File: src/rtl/kmer_set_match_counter_assert.svh
// assertion macros for the k-mer set match counter
// used by modules that check their own control logic; needs clk and arst_n in scope
`ifndef KMER_SET_MATCH_COUNTER_ASSERT_SVH
`define KMER_SET_MATCH_COUNTER_ASSERT_SVH
// same-cycle implication
`define KMS_IMP(lbl, ante, cons, msg) \
	lbl: assert property (@(posedge clk) disable iff (!arst_n) (ante) |-> (cons)) \
		else $error(msg);
// next-cycle implication
`define KMS_NXT(lbl, ante, cons, msg) \
	lbl: assert property (@(posedge clk) disable iff (!arst_n) (ante) |=> (cons)) \
		else $error(msg);
`endif

File: src/rtl/kms_pkg.sv
// shared types and constants of the k-mer set match counter
// no dependencies
`timescale 1ns / 1ps
package kms_pkg;
	localparam int ENTRIES = 1024;
	localparam int IDX_W = 10;
	localparam int MAX_K = 32;
	localparam int KLEN_W = 6;
	localparam int COUNT_BITS = 32;
	localparam int KEY_W = 64;
	localparam int TOTAL_W = 64;

	localparam logic [1:0] CMD_LOAD = 2'd0;
	localparam logic [1:0] CMD_BASE = 2'd1;
	localparam logic [1:0] CMD_END  = 2'd2;
	localparam logic [1:0] CMD_READ = 2'd3;

	typedef enum logic [1:0] {JOB_PASS, JOB_LOAD, JOB_READ, JOB_SEARCH} job_kind_t;

	typedef enum logic [1:0] {ST_CLEAR, ST_IDLE, ST_READ, ST_SCAN} back_state_t;

	typedef struct packed {
		job_kind_t          kind;
		logic               done;
		logic [IDX_W-1:0]   idx;
		logic [KEY_W-1:0]   key;
		logic [TOTAL_W-1:0] total;
	} job_t;

	typedef struct packed {
		logic                  done;
		logic                  matched;
		logic [IDX_W-1:0]      idx;
		logic [COUNT_BITS-1:0] cnt;
		logic [TOTAL_W-1:0]    total;
	} res_t;
endpackage

File: src/rtl/kms_queue.sv
// two-entry job queue between front and back
// depends on kms_pkg
`timescale 1ns / 1ps
module kms_queue import kms_pkg::*; (
	input  logic clk,
	input  logic arst_n,
	input  logic push,
	input  job_t push_job,
	input  logic pop,
	output job_t head,
	output logic empty,
	output logic full
);
	job_t       slot_q [2];
	logic       wr_q;
	logic       rd_q;
	logic [1:0] cnt_q;

	assign head  = slot_q[rd_q];
	assign empty = (cnt_q == 2'd0);
	assign full  = (cnt_q == 2'd2);

	// storage
	always_ff @(posedge clk) begin
		if (push) begin
			slot_q[wr_q] <= push_job;
		end
	end

	// pointers and fill level
	always_ff @(posedge clk or negedge arst_n) begin
		if (!arst_n) begin
			wr_q  <= 1'b0;
			rd_q  <= 1'b0;
			cnt_q <= 2'd0;
		end else begin
			if (push) begin
				wr_q <= ~wr_q;
			end
			if (pop) begin
				rd_q <= ~rd_q;
			end
			cnt_q <= cnt_q + 2'(push) - 2'(pop);
		end
	end
endmodule

File: config.mk
export PLATFORM = sky130hd
export DESIGN_NAME = kms_queue
export DESIGN_NICKNAME = d
export VERILOG_FILES = /design/src/rtl/kmer_set_match_counter_assert.svh /design/src/rtl/kms_pkg.sv /design/src/rtl/kms_queue.sv
export SDC_FILE = /design/constraint.sdc
export NUM_CORES = 1
export LEC_CHECK = 0
export BUFFER_PORTS_ARGS = -buffer_cell sky130_fd_sc_hd__buf_2
export CAP_MARGIN = 20
export CORE_MARGIN = 1.5
export CORE_UTILIZATION = 56
export DETAILED_ROUTE_END_ITERATION = 8
export PLACE_DENSITY = 0.83
export SYNTH_ARGS = -nofsm -noshare
export SYNTH_HDL_FRONTEND = slang
export SYNTH_SLANG_ARGS = --single-unit
File: constraint.sdc
create_clock -name clk -period 13.4 [get_ports clk]
set_clock_uncertainty 0.05 [all_clocks]
set_input_delay 0.67 -clock clk [delete_from_list [all_inputs] [get_ports clk]]
set_output_delay 0.67 -clock clk [all_outputs]
set_load 0.05 [all_outputs]
# After elaboration in Yosys (flattened, before gate mapping)
# Memory sizes are Yosys's and may differ from the RTL's.
# Cells that the tools add are included.
dict set report word_totals {
  register_bits 4
  ram_bits 282
  input_bits 145
  out_inout_bits 143
  elab_cells 12
  mem_count 1
}
# name words word_bits rd rd_clocked_by_memory_dff write_ports line_no
set mem_list {}
lappend mem_list {slot_q 2 141 1 0 1 kms_queue.sv:14} ;# job_t slot_q [2];
dict set report op_classes {
  addsub 2
  eq_ne 1
  muxes 2
  n_bitwise 2
  n_reduce_logical 1
}
# op n
set op_table {}
lappend op_table {{$add 2x1->2} 1}
lappend op_table {{$eq 2x2->1 const B} 1}
lappend op_table {{$logic_not 2->1} 1}
lappend op_table {{$mux 1} 2}
lappend op_table {{$not 1->1} 2}
lappend op_table {{$sub 2x1->2} 1}

# Logic depth before layout (Yosys ltp)
dict set report depth {
  depth_word 2
  mapped_depth 5
  mapped_depth_nobuf 5
}

# Worst setup path after synthesis
# Ideal clock, no wire load.
dict set report synth_timing {
  path_kind {input port to flip-flop}
  start {in push}
  end {mem slot_q[0][0] in the netlist's numbering, enable pin}
  setup_time_ps 660
  arrival_time_ps 6773
  t_required_ps 12690
  path_slack_ps 5916
  path_stages 1
  path_buffers 0
  path_cell_list {nor2b_1}
}
dict set report synth_via {
  elab_chain_cells 2
}
# item line_no
set synth_rtl {}
lappend synth_rtl {{from (decl)} kms_queue.sv:7} ;# input logic push,
lappend synth_rtl {{$mux 1} kms_queue.sv:25} ;# if (push) begin
lappend synth_rtl {{$mux 1 (not written as such)} kms_queue.sv:26} ;# slot_q[wr_q] <= push_job;
lappend synth_rtl {{to (decl)} kms_queue.sv:14}
# Every way passes these cells.

==> metrics.sh <==
DETAILEDROUTE.FIRSTPASSITERATIONCOUNT=4
SYN2LAYOUT_AREA_GROWTH_PCT=23.5
CLOCK_TREE.BUFFER_DEPTH=3
FINAL_UTIL=0.706
PLACED_CELLS=964
DETAIL-ROUTE-ANTENNA-NETS=0
AVGROUTEDWIREPERCELL_UM=19.7
CTS_BUFFERS=27
POST_SYNTH_INST_COUNT=454
GP_CONGESTION=0.715
PLACE.PORT_BUFFERS=287
WORST_SKEW_PAIR_LATER_PIN_LATENCY_PS=510
INITIAL_UTILIZATION=0.572
HPWLAFTERDP_UM=13200
LAYOUT_CELLS_SIZED_ABOVE_1=0.601
YS.WARNINGS.COUNT=0
DR_TOTAL_VIAS=5321
GRT_MAX_DEGREE=86
CRIT_PATH_MAX_INCR_DELAY_PS=810
IO-PIN-COUNT=288
POSTLAYOUTSETUPSLACKWORST_PS=9970
MAX-CAP-VIOLATIONS=0
GRT_PASS1_VIAS=5542
DP_SLACK_PS=10420
HIGHEST_CLOCK_FREQUENCY_THE_DESIGN_CAN_MEET_GHz=0.292
CRITICAL_PATH.SLOWEST_CELL='buf_4'
TIGHTESTPINTRANSITION_PS=990
SYN_AREA_UM2=10700
SYNTH-SEQ-CELLS=286
TIMING.CRITICAL_PATH.TO_TYPE='primary output'
CHIPWIDTH_UM=141
FINALNETCOUNT=909
WORST_MIN_DELAY_PATH_CATEGORY='primary input to flip-flop'
VIAS_PER_CELL=5.24
CRIT_REQUIRED_PS=12680
POST_DP_CELL_AREA_UM2=12300
PWR_DENSITY_CELL_nW_PER_UM2=254
DESIGN_POWER_TOTAL_mW=3.35
CRITPATHARRIVALTIME_PS=2710
PLACEMENTROWS=50
TNS_PS=0
FINAL.FILL_COUNT=1106
GRT_PASS1_WL_UM=29200
YOSYSSEQAREASHARE=0.801
SETUP_VIOL=0
OVERFLOW=0
RSZ0062_AT_GRT='false'
DESIGN_AREA_UM2=13200
ANTENNA_FOUND_INITIAL=3
SYNTH.DISTINCT_CELLS=13
CTS_TREE='done'
SYNTHESIS.NETS=601
RELATIVE_SLEW_MARGINS=0.340
POWER.LEAKAGE_nW=5.22
SYN_AVG_CELL_AREA_UM2=23.6
DIE_HEIGHT_UM=141
LAYOUTNONFILLERINSTCOUNT=1016
POST_CTS_RESIZED=0
CLOCK_TREE.ROOT_CELL='clkbuf_16'
HTREE_LEVELS=1
DR.FIRST_ITER.DRC_COUNT=267
NUMBER_OF_REMAINING_DRC_ERRORS=0
FP.COREAREA_UM2=18700
FIN_WORST_HOLD_SLACK_PS=290
PATH_CLK_SLEW_PS=60
VDD_IR_DROP_MAX_V=0.000234
CTS_HOLD_BUF=1
TIMING.FINAL.HOLD_VIOLATIONS=0
STATUS='completed'
ROUTED_WL_UM=20000
SLEW_VIOLATIONS=0
WORSTSETUPPATHTYPE='flip-flop to primary output'
CRITICAL_PATH.STARTPOINT_TYPE='flip-flop'
GLOBAL_ROUTE_USAGE_OVER_ALL_LAYERS=0.191
CLOCK-SINKS=286
FP.DIEAREA_UM2=19900
FINALCRITPERIODSHARE=0.256
CRITICAL_PATH_PEAK_FANOUT=58
NUMBER_OF_BUFFERS_INSERTED_TO_REPAIR_SETUP_AFTER_CTS=0
TIMING.CRITICAL_PATH.CELLS='buf_4 -> mux2_2 -> buf_2'
POST_LAYOUT_MINIMUM_CYCLE_TIME_PS=3430
-- flip-flops by register name (all words and copies together) (netlist names) --
register  flops
cnt_q         2
slot_q      282
wr_q          1
rd_q          1
-- placed cells by master (no fill, tap or decap), types with 3 or more instances in the layout --
| cell | netlist | final |
|---|---|---|
| dfrtp_1 | 4 | 3 |
| buf_2 | 6 | 287 |
| edfxtp_1 | 282 | 282 |
| buf_4 | 0 | 5 |
| mux2_2 | 61 | 61 |
| mux2_4 | 80 | 80 |
| clkbuf_1 | 0 | 11 |
| clkinv_1 | 0 | 5 |
| clkbuf_16 | 0 | 27 |
-- cell families after synthesis --
| group | share of synthesized area |
|---|---|
| flip-flops | 0.801 |
| multiplexers | 0.177 |
| AND/OR/NAND/NOR | 0.00211 |
| buffers and inverters | 0.0140 |
| adder cells (fa/ha/maj) | 0.00234 |
| XOR/XNOR | 0.00386 |
-- area by class of cell --
cell class	count	area, um^2	area share
flip-flops and latches	286	8570	0.649
diodes	2	5.00	0.000379
inverters	2	7.51	0.000568
clock inverters	9	93.8	0.00710
repair buffers	295	1540	0.116
well taps	234	293	0.0222
clock buffers	38	717	0.0543
multi-input cells	150	1990	0.150
-- synth_stat cells --
cell type  count  area share
edfxtp_1     282        0.79
mux2_4        80        0.11
mux2_2        61       0.064
buf_6         10       0.011
buf_2          6      0.0028
dfrtp_1        4      0.0094
ha_1           2      0.0023
inv_1          2     0.00070
nor2b_1        2      0.0012
xor2_1         2      0.0016
and2_1         1     0.00059
nor2_1         1     0.00035
xor3_1         1      0.0022
-- per-layer routing --
| layer | up-vias | wire length (um) | GRT usage |
|---|---|---|---|
| li1 | 2420 | - | - |
| met1 | 2635 | 7700 | 0.224 |
| met2 | 230 | 10200 | 0.344 |
| met3 | 34 | 1620 | 0.0526 |
| met4 | 2 | 465 | 0.0565 |
| met5 | - | 9 | 0 |
-- worst paths after layout --
| kind | from | depth (start not counted) | to | slack, ps |
|---|---|---|---|---|
| worst max-delay path | rd_q$_DFFE_PN0P_ | 3 | head[140] | 9970 |
| worst min-delay path | push_job[47] | 1 | slot_q[1][47]$_DFFE_PP_ | 290 |
| worst max register to register | wr_q$_DFFE_PN0P_ | 3 | slot_q[1][83]$_DFFE_PP_ | 11070 |
| worst min register to register | wr_q$_DFFE_PN0P_ | 1 | wr_q$_DFFE_PN0P_ | 520 |
| max in group asynchronous | arst_n | 2 | rd_q$_DFFE_PN0P_ | 12690 |
| min in group asynchronous | arst_n | 2 | rd_q$_DFFE_PN0P_ | 470 |
-- critical path: cells and delay by family, from the launching register on --
kind	cells	cell delay, ps
DFF	1	700
buffers and inverters	2	1020
muxes	1	420
-- report_power, final --
part / internal (mW) / switching [mW] / total [mW]
registers: 1.19 / 0.0626 / 1.25
logic: 0.422 / 0.976 / 1.40
clock network: 0.409 / 0.294 / 0.703
total: 2.02 / 1.33 / 3.35
No activity file was read; power rests on OpenSTA's default activity.
