===== src/rtl/kmer_set_match_counter_assert.svh =====
// assertion macros for the k-mer set match counter
// used by modules that check their own control logic; needs clk and arst_n in scope
`ifndef KMER_SET_MATCH_COUNTER_ASSERT_SVH
`define KMER_SET_MATCH_COUNTER_ASSERT_SVH
// same-cycle implication
`define KMS_IMP(lbl, ante, cons, msg) \
	lbl: assert property (@(posedge clk) disable iff (!arst_n) (ante) |-> (cons)) \
		else $error(msg);
// next-cycle implication
`define KMS_NXT(lbl, ante, cons, msg) \
	lbl: assert property (@(posedge clk) disable iff (!arst_n) (ante) |=> (cons)) \
		else $error(msg);
`endif


===== src/rtl/kms_pkg.sv =====
// shared types and constants of the k-mer set match counter
// no dependencies
`timescale 1ns / 1ps
package kms_pkg;
	localparam int ENTRIES = 1024;
	localparam int IDX_W = 10;
	localparam int MAX_K = 32;
	localparam int KLEN_W = 6;
	localparam int COUNT_BITS = 32;
	localparam int KEY_W = 64;
	localparam int TOTAL_W = 64;

	localparam logic [1:0] CMD_LOAD = 2'd0;
	localparam logic [1:0] CMD_BASE = 2'd1;
	localparam logic [1:0] CMD_END  = 2'd2;
	localparam logic [1:0] CMD_READ = 2'd3;

	typedef enum logic [1:0] {JOB_PASS, JOB_LOAD, JOB_READ, JOB_SEARCH} job_kind_t;

	typedef enum logic [1:0] {ST_CLEAR, ST_IDLE, ST_READ, ST_SCAN} back_state_t;

	typedef struct packed {
		job_kind_t          kind;
		logic               done;
		logic [IDX_W-1:0]   idx;
		logic [KEY_W-1:0]   key;
		logic [TOTAL_W-1:0] total;
	} job_t;

	typedef struct packed {
		logic                  done;
		logic                  matched;
		logic [IDX_W-1:0]      idx;
		logic [COUNT_BITS-1:0] cnt;
		logic [TOTAL_W-1:0]    total;
	} res_t;
endpackage


===== src/rtl/kms_front.sv =====
// front end: accepts beats, keeps the window state and classifies each item into a job
// depends on kms_pkg
`timescale 1ns / 1ps
module kms_front import kms_pkg::*; (
	input  logic              clk,
	input  logic              arst_n,
	input  logic              cfg_we,
	input  logic [KLEN_W-1:0] cfg_data,
	input  logic              accept,
	input  logic [1:0]        cmd,
	input  logic [2:0]        base_code,
	input  logic [IDX_W-1:0]  entry_index,
	input  logic [KEY_W-1:0]  key_value,
	output job_t              job
);
	localparam logic [KLEN_W-1:0] KMAX = KLEN_W'(MAX_K);

	logic [KLEN_W-1:0]  klen_q;
	logic [KEY_W-1:0]   window_q;
	logic [KLEN_W-1:0]  bases_q;
	logic [KLEN_W-1:0]  clean_q;
	logic [TOTAL_W-1:0] total_q;

	logic [KLEN_W-1:0]  k;
	logic [KEY_W-1:0]   msk;
	logic               known;
	logic [KEY_W-1:0]   window_d;
	logic [KLEN_W-1:0]  bases_d;
	logic [KLEN_W-1:0]  clean_d;
	logic               done_d;

	// effective window length and key mask
	always_comb begin
		if (klen_q == '0) begin
			k = KLEN_W'(1);
		end else if (klen_q > KMAX) begin
			k = KMAX;
		end else begin
			k = klen_q;
		end
		if (k >= KLEN_W'(32)) begin
			msk = '1;
		end else begin
			msk = ~({KEY_W{1'b1}} << {k, 1'b0});
		end
	end

	// next window state for a base
	always_comb begin
		known    = (base_code < 3'd4);
		window_d = {window_q[KEY_W-3:0], known ? base_code[1:0] : 2'b00};
		bases_d  = (bases_q < KMAX) ? bases_q + KLEN_W'(1) : bases_q;
		if (known) begin
			clean_d = (clean_q < KMAX) ? clean_q + KLEN_W'(1) : clean_q;
		end else begin
			clean_d = '0;
		end
		done_d = (bases_d >= k);
	end

	// job classification
	always_comb begin
		job.kind  = JOB_PASS;
		job.done  = 1'b0;
		job.idx   = '0;
		job.key   = '0;
		job.total = total_q;
		unique case (cmd)
			CMD_LOAD: begin
				job.kind = JOB_LOAD;
				job.idx  = entry_index;
				job.key  = key_value & msk;
			end
			CMD_BASE: begin
				job.done  = done_d;
				job.total = total_q + TOTAL_W'(done_d);
				job.key   = window_d & msk;
				if (done_d && clean_d >= k) begin
					job.kind = JOB_SEARCH;
				end
			end
			CMD_END: begin
				job.kind = JOB_PASS;
			end
			CMD_READ: begin
				job.kind = JOB_READ;
				job.idx  = entry_index;
			end
			default: begin
				job.kind = JOB_PASS;
			end
		endcase
	end

	// length register
	always_ff @(posedge clk or negedge arst_n) begin
		if (!arst_n) begin
			klen_q <= KLEN_W'(31);
		end else if (cfg_we) begin
			klen_q <= cfg_data;
		end
	end

	// window state
	always_ff @(posedge clk or negedge arst_n) begin
		if (!arst_n) begin
			window_q <= '0;
			bases_q  <= '0;
			clean_q  <= '0;
			total_q  <= '0;
		end else if (accept) begin
			if (cmd == CMD_BASE) begin
				window_q <= window_d;
				bases_q  <= bases_d;
				clean_q  <= clean_d;
				total_q  <= total_q + TOTAL_W'(done_d);
			end else if (cmd == CMD_END) begin
				window_q <= '0;
				bases_q  <= '0;
				clean_q  <= '0;
			end
		end
	end
endmodule


===== config.mk =====
export PLATFORM = sky130hd
export DESIGN_NAME = kms_front
export DESIGN_NICKNAME = d
export VERILOG_FILES = /design/src/rtl/kmer_set_match_counter_assert.svh /design/src/rtl/kms_pkg.sv /design/src/rtl/kms_front.sv
export SDC_FILE = /design/constraint.sdc
export NUM_CORES = 1
export LEC_CHECK = 0
export BUFFER_PORTS_ARGS = -buffer_cell sky130_fd_sc_hd__buf_4
export CAP_MARGIN = 20
export CORE_MARGIN = 8
export CORE_UTILIZATION = 28
export DETAILED_ROUTE_END_ITERATION = 8
export SYNTH_ARGS = -nofsm -noshare
export SYNTH_HDL_FRONTEND = slang
export SYNTH_SLANG_ARGS = --single-unit

===== constraint.sdc =====
create_clock -name clk -period 5.5 [get_ports clk]
set_input_delay 1.1 -clock clk [delete_from_list [all_inputs] [get_ports clk]]
set_output_delay 1.1 -clock clk [all_outputs]
set_load 0.005 [all_outputs]

# == Word-level counts from Yosys, hierarchy flattened ==
# Cells that the tools add are included.
# word_totals
in_bits,89
regBits,144
output_inout_bits,141
wordCells,46
# op_classes
eq_ne,3
n_mux,18
n_lt_le_gt_ge,7
n_reduce_logical,6
shift,1
add_sub_neg,3
n_bitwise,3
# op_table
op,n
64-bit bitwise AND,2
64-bit two-way mux,2
64-bit one-hot mux with 2 select lines,1
62-bit two-way mux,2
64-bit by 1-bit adder with 64-bit output,1
64-bit NOT,1
64-bit by 7-bit << shifter with 64-bit output (first input constant),1
6-bit two-way mux,8
6-bit by 1-bit adder with 6-bit output (second input constant),2
6-bit greater-or-equal comparator,2
6-bit less-than comparator (second input constant),2
10-bit two-way mux,1
2-bit one-hot mux with 4 select lines,1
6-bit greater-or-equal comparator (second input constant),1
6-bit greater-than comparator (second input constant),1
6-bit zero test,1
2-bit equality test (second input constant),2
2-bit two-way mux,2
3-bit less-than comparator (second input constant),1
2-bit by 1-bit equality test with 1-bit output (second input constant),1
2-bit zero test,1
2-bit AND reduction,1
2-bit nonzero test,1
2-bit OR reduction,1
other kinds (2),2

# == Depth between registers and ports, before layout ==
# depth
ltp_word,8
ltp_mapped,15
depth_no_buf,14

# == Worst setup path before layout ==
# Ideal clock, no wire load.
# synth_timing
path_type,register -> output
startpoint,register klen_q[2]
endpoint,output port job[21] (netlist name)
t_arrival_ns,3.549
setup_slack_ns,0.851
required_ns,4.400
stages_incl_launch_ff,15
n_path_buf,2
path_cell_list,dfstp_2 -> clkbuf_1 -> or4_1 -> a21oi_1 -> ha_1 -> nand2b_1 -> a211oi_1 -> o21ai_0 -> ha_1 -> nand4_4 -> or4_1 -> buf_6 -> nor3_4 -> nand3_1 -> xnor2_1
# synth_lines
item,line_no,source
start: declaration,kms_front.sv:18,logic [KLEN_W-1:0] klen_q;
start signal: assignment,kms_front.sv:100,klen_q <= cfg_data;
end: declaration,kms_front.sv:14,output job_t job

==> qor.yml <==
routing:
  wire_per_inst_um: 17.41
  drt-initial-drc-count: 495
  ant_nets: 0
  routed_wl_mm: 28.95
  dr.pass1.iters: 5
  vias_per_cell: 4.846
  route.detailed.drc: 0
  route.vias.total: 8059
logic_synthesis:
  async_reset_ff_frac: 1.000
  ys_seq_area_frac: 0.4129
  synth_cells: 1056
  yosys.area.top_type_share: 0.3978
  yosysTopAreaCell: "dfrtp_1"
  yosysUniqueCellTypes: 50
  synth-edff-count: 0
  synthFlopType: "dfrtp_1"
  synthTopCellsByArea: "dfrtp_1 (40%), nand2_1 (11%), xnor2_1 (7.8%), xor2_1 (5.4%), a21oi_1 (4.2%)"
  avgSynthCellArea_um2: 8.280
  synth-seq-cells: 144
  syn_area_um2: 8743
  syn-num-nets: 1164
  synth_warnings: 0
power_and_ir_drop:
  total_leakage_power_uw: 0.005336
  p_clk_frac: 0.459
  power_frac_seq: 0.405
  p_switching_uw: 773.5
  swShare: 0.2805
  p_int_uw: 1984
  combinationalPowerShare: 0.136
  powerDensity_nw_per_um2: 239.0
  ir_drop_v: 0.0002083
placement:
  hpwl_mm: 22.31
  dp.cells: 1626
  dp_slack_ps: 330.7
  io_buffers: 229
  gp_congestion: 0.8801
sta:
  clock_skew_ps: 17.87
  finalSetupViolations: 0
  fin_crit_ps: 5245
  max_freq_ghz: 0.1906
  worstMarginPinSlew_ps: 1006
  worst_slack_ps: 254.6
  drv_slew: 0
  final-hold-violation-count: 0
  rsz0062_at_grt: "no"
  fin_crit_sh: 0.9537
  tns_ps: 0
  slew_headroom: 0.3235
clocking:
  cts_tree: "yes"
  cts_buffers: 17
  cts_buffer_depth: 2
  clk_transition_reported_paths_ps: 70
  clock_insertion_delay_worst_skew_ps: 430
  htreeDepth: 4
  clockRootBuffer: "clkbuf_16"
  cts_num_sinks: 144
die:
  initial_utilization: 0.2851
  die_area_um2: 37140
  die_y_um: 192.7
  top_level_ports: 230
  die_w_um: 192.7
  fp.coreArea_um2: 30670
  rows: 64
setup_path:
  end_kind: "output pin"
  critPathArrivalTime_ps: 4150
  criticalPathCategory: "reg -> out"
  worst_setup_path_start_kind: "flip-flop"
  path_max_fanout: 7
  critPathRequiredTime_ps: 4400
hold_path:
  hold_path.class: "reg -> reg"
global_route:
  grt_max_degree: 108
  antenna_found_initial: 0
  groute.usage.overall: 0.1531
  grt_pass1_vias: 8022
  grt_overflow: 0
  grt_first_pass_wirelength_mm: 45.19
final_layout:
  drive_gt1_frac: 0.2470
  syn_to_final_growth_pct: 31.97
  antenna_cells: 0
  fin_cells: 1663
  final_util: 0.3762
  nets: 1362
job:
  cap_violations: 0
outcome:
  outcome: "complete, no violations"
==> synth_stat cells, types with 8 or more instances <==
cell type  count
a22o_1         9
a21oi_1       74
xnor2_1       78
nor2_1        75
and3_1        15
nand2_1      250
xor2_1        54
buf_1          9
buf_2          9
nor3_1        13
o21ai_0       72
nor4_1         8
clkbuf_1      43
nor2b_1       15
ha_1          19
nand3_1       39
dfrtp_1      139
nand4_1       41
inv_1          9
==> layout make-up <==
cell class	count	area [um2]
Multi-Input combinational cell	837	4867
Sequential cell	144	3610
Fill cell	3165	19130
Clock inverter	15	211.5
Timing Repair Buffer	245	1896
Inverter	9	33.78
Tap cell	396	495.5
Clock buffer	17	425.4
==> repair_timing <==
item	CTS	global route
setup endpoints to repair	19	15
gates resized for setup	4	1
setup buffers	2	2
hold buffers	0	0
pin swaps	1	1
==> per-layer routing <==
| metal | track usage | wire [um] | vias to the layer above |
|---|---|---|---|
| met5 | 0 | 0 | - |
| met3 | 0.03072 | 1277 | 32 |
| met4 | 0.04495 | 521 | 0 |
| met1 | 0.2079 | 13420 | 3867 |
| li1 | - | - | 3977 |
| met2 | 0.2428 | 13720 | 183 |
==> layout by cell type, fill, tap and decap left out, types with 4 or more instances in the layout <==
cell type	synthesis	layout
nor2_1	75	75
dfstp_2	5	5
inv_6	0	6
nand2b_1	7	7
nor2b_1	15	14
nor3_1	13	13
a21oi_1	74	74
or3_1	5	5
inv_1	9	9
dfrtp_1	139	139
and4_1	7	7
xnor2_1	78	78
a22o_1	9	9
or2_2	5	5
nor4_1	8	7
and2_1	4	4
and3_1	15	15
mux2_2	7	7
clkbuf_16	0	17
o21ai_0	72	71
nor4_2	4	5
xor2_1	54	54
inv_8	0	4
nand3_1	39	38
buf_4	0	241
o21a_1	4	4
nand2_1	250	249
ha_1	19	18
nand4_1	41	41
==> path summary, 6_finish.rpt <==
kind	slack (ps)	from	cells after the start	end
hold / removal	480	window_q[19]	2	window_q[19]
setup / recovery	250	klen_q[1]	13	job[37]
hold reg to reg	480	window_q[19]	2	window_q[19]
max in group asynchronous	4150	arst_n	2	total_q[28]
setup reg to reg	1580	klen_q[1]	12	total_q[63]
min in group asynchronous	540	arst_n	1	total_q[7]
==> kinds of logic (layout without fill, tap and decap cells) <==
group / count (synthesis) / after routing / share of synthesized area
AND/OR/NAND/NOR: 500 / 500 / 0.2700
AO/OA/AOI/OAI: 178 / 178 / 0.1126
flip-flops: 144 / 144 / 0.4129
XOR/XNOR: 132 / 132 / 0.1322
buffers and inverters: 75 / 286 / 0.03492
adder cells (fa/ha/maj): 19 / 19 / 0.02719
multiplexers: 8 / 8 / 0.01016
==> per-stage QoR <==
stage	power (uW)	hold slack (ps)	area, um2
2_1_floorplan	1309	450.2	8743
3_3_place_gp	1506	461.1	10800
5_1_grt	2874	501.0	11540
3_5_place_dp	1514	470.4	10820
6_report	2757	481.9	11540
4_1_cts	2791	484.6	11500
==> power by group through the flow <==
stage               combinational [uW]  sequential [uW]  clock, uW
floorplan                          194             1120          0
global placement                   373             1130          0
detailed placement                 378             1140          0
CTS                                380             1120       1300
global route                       418             1120       1340
finish                             374             1120       1270
==> worst max-delay path, cell delays in order (launching register included) <==
cell      delay (ps)
dfstp_2          380
or4_1            510
a21oi_1          220
ha_1             160
nand2b_1          90
a211oi_1          60
o21ai_1          270
ha_1             330
nand4_4          190
or4_4            670
nor3_4           310
nand3_1          150
xnor2_1          230
buf_4            150
==> state kept, by name, indices dropped and copies added (netlist names) <==
signal / cells
clean_q: 6
klen_q: 6
window_q: 62
bases_q: 6
total_q: 64
(Power assumes the default switching activity.)
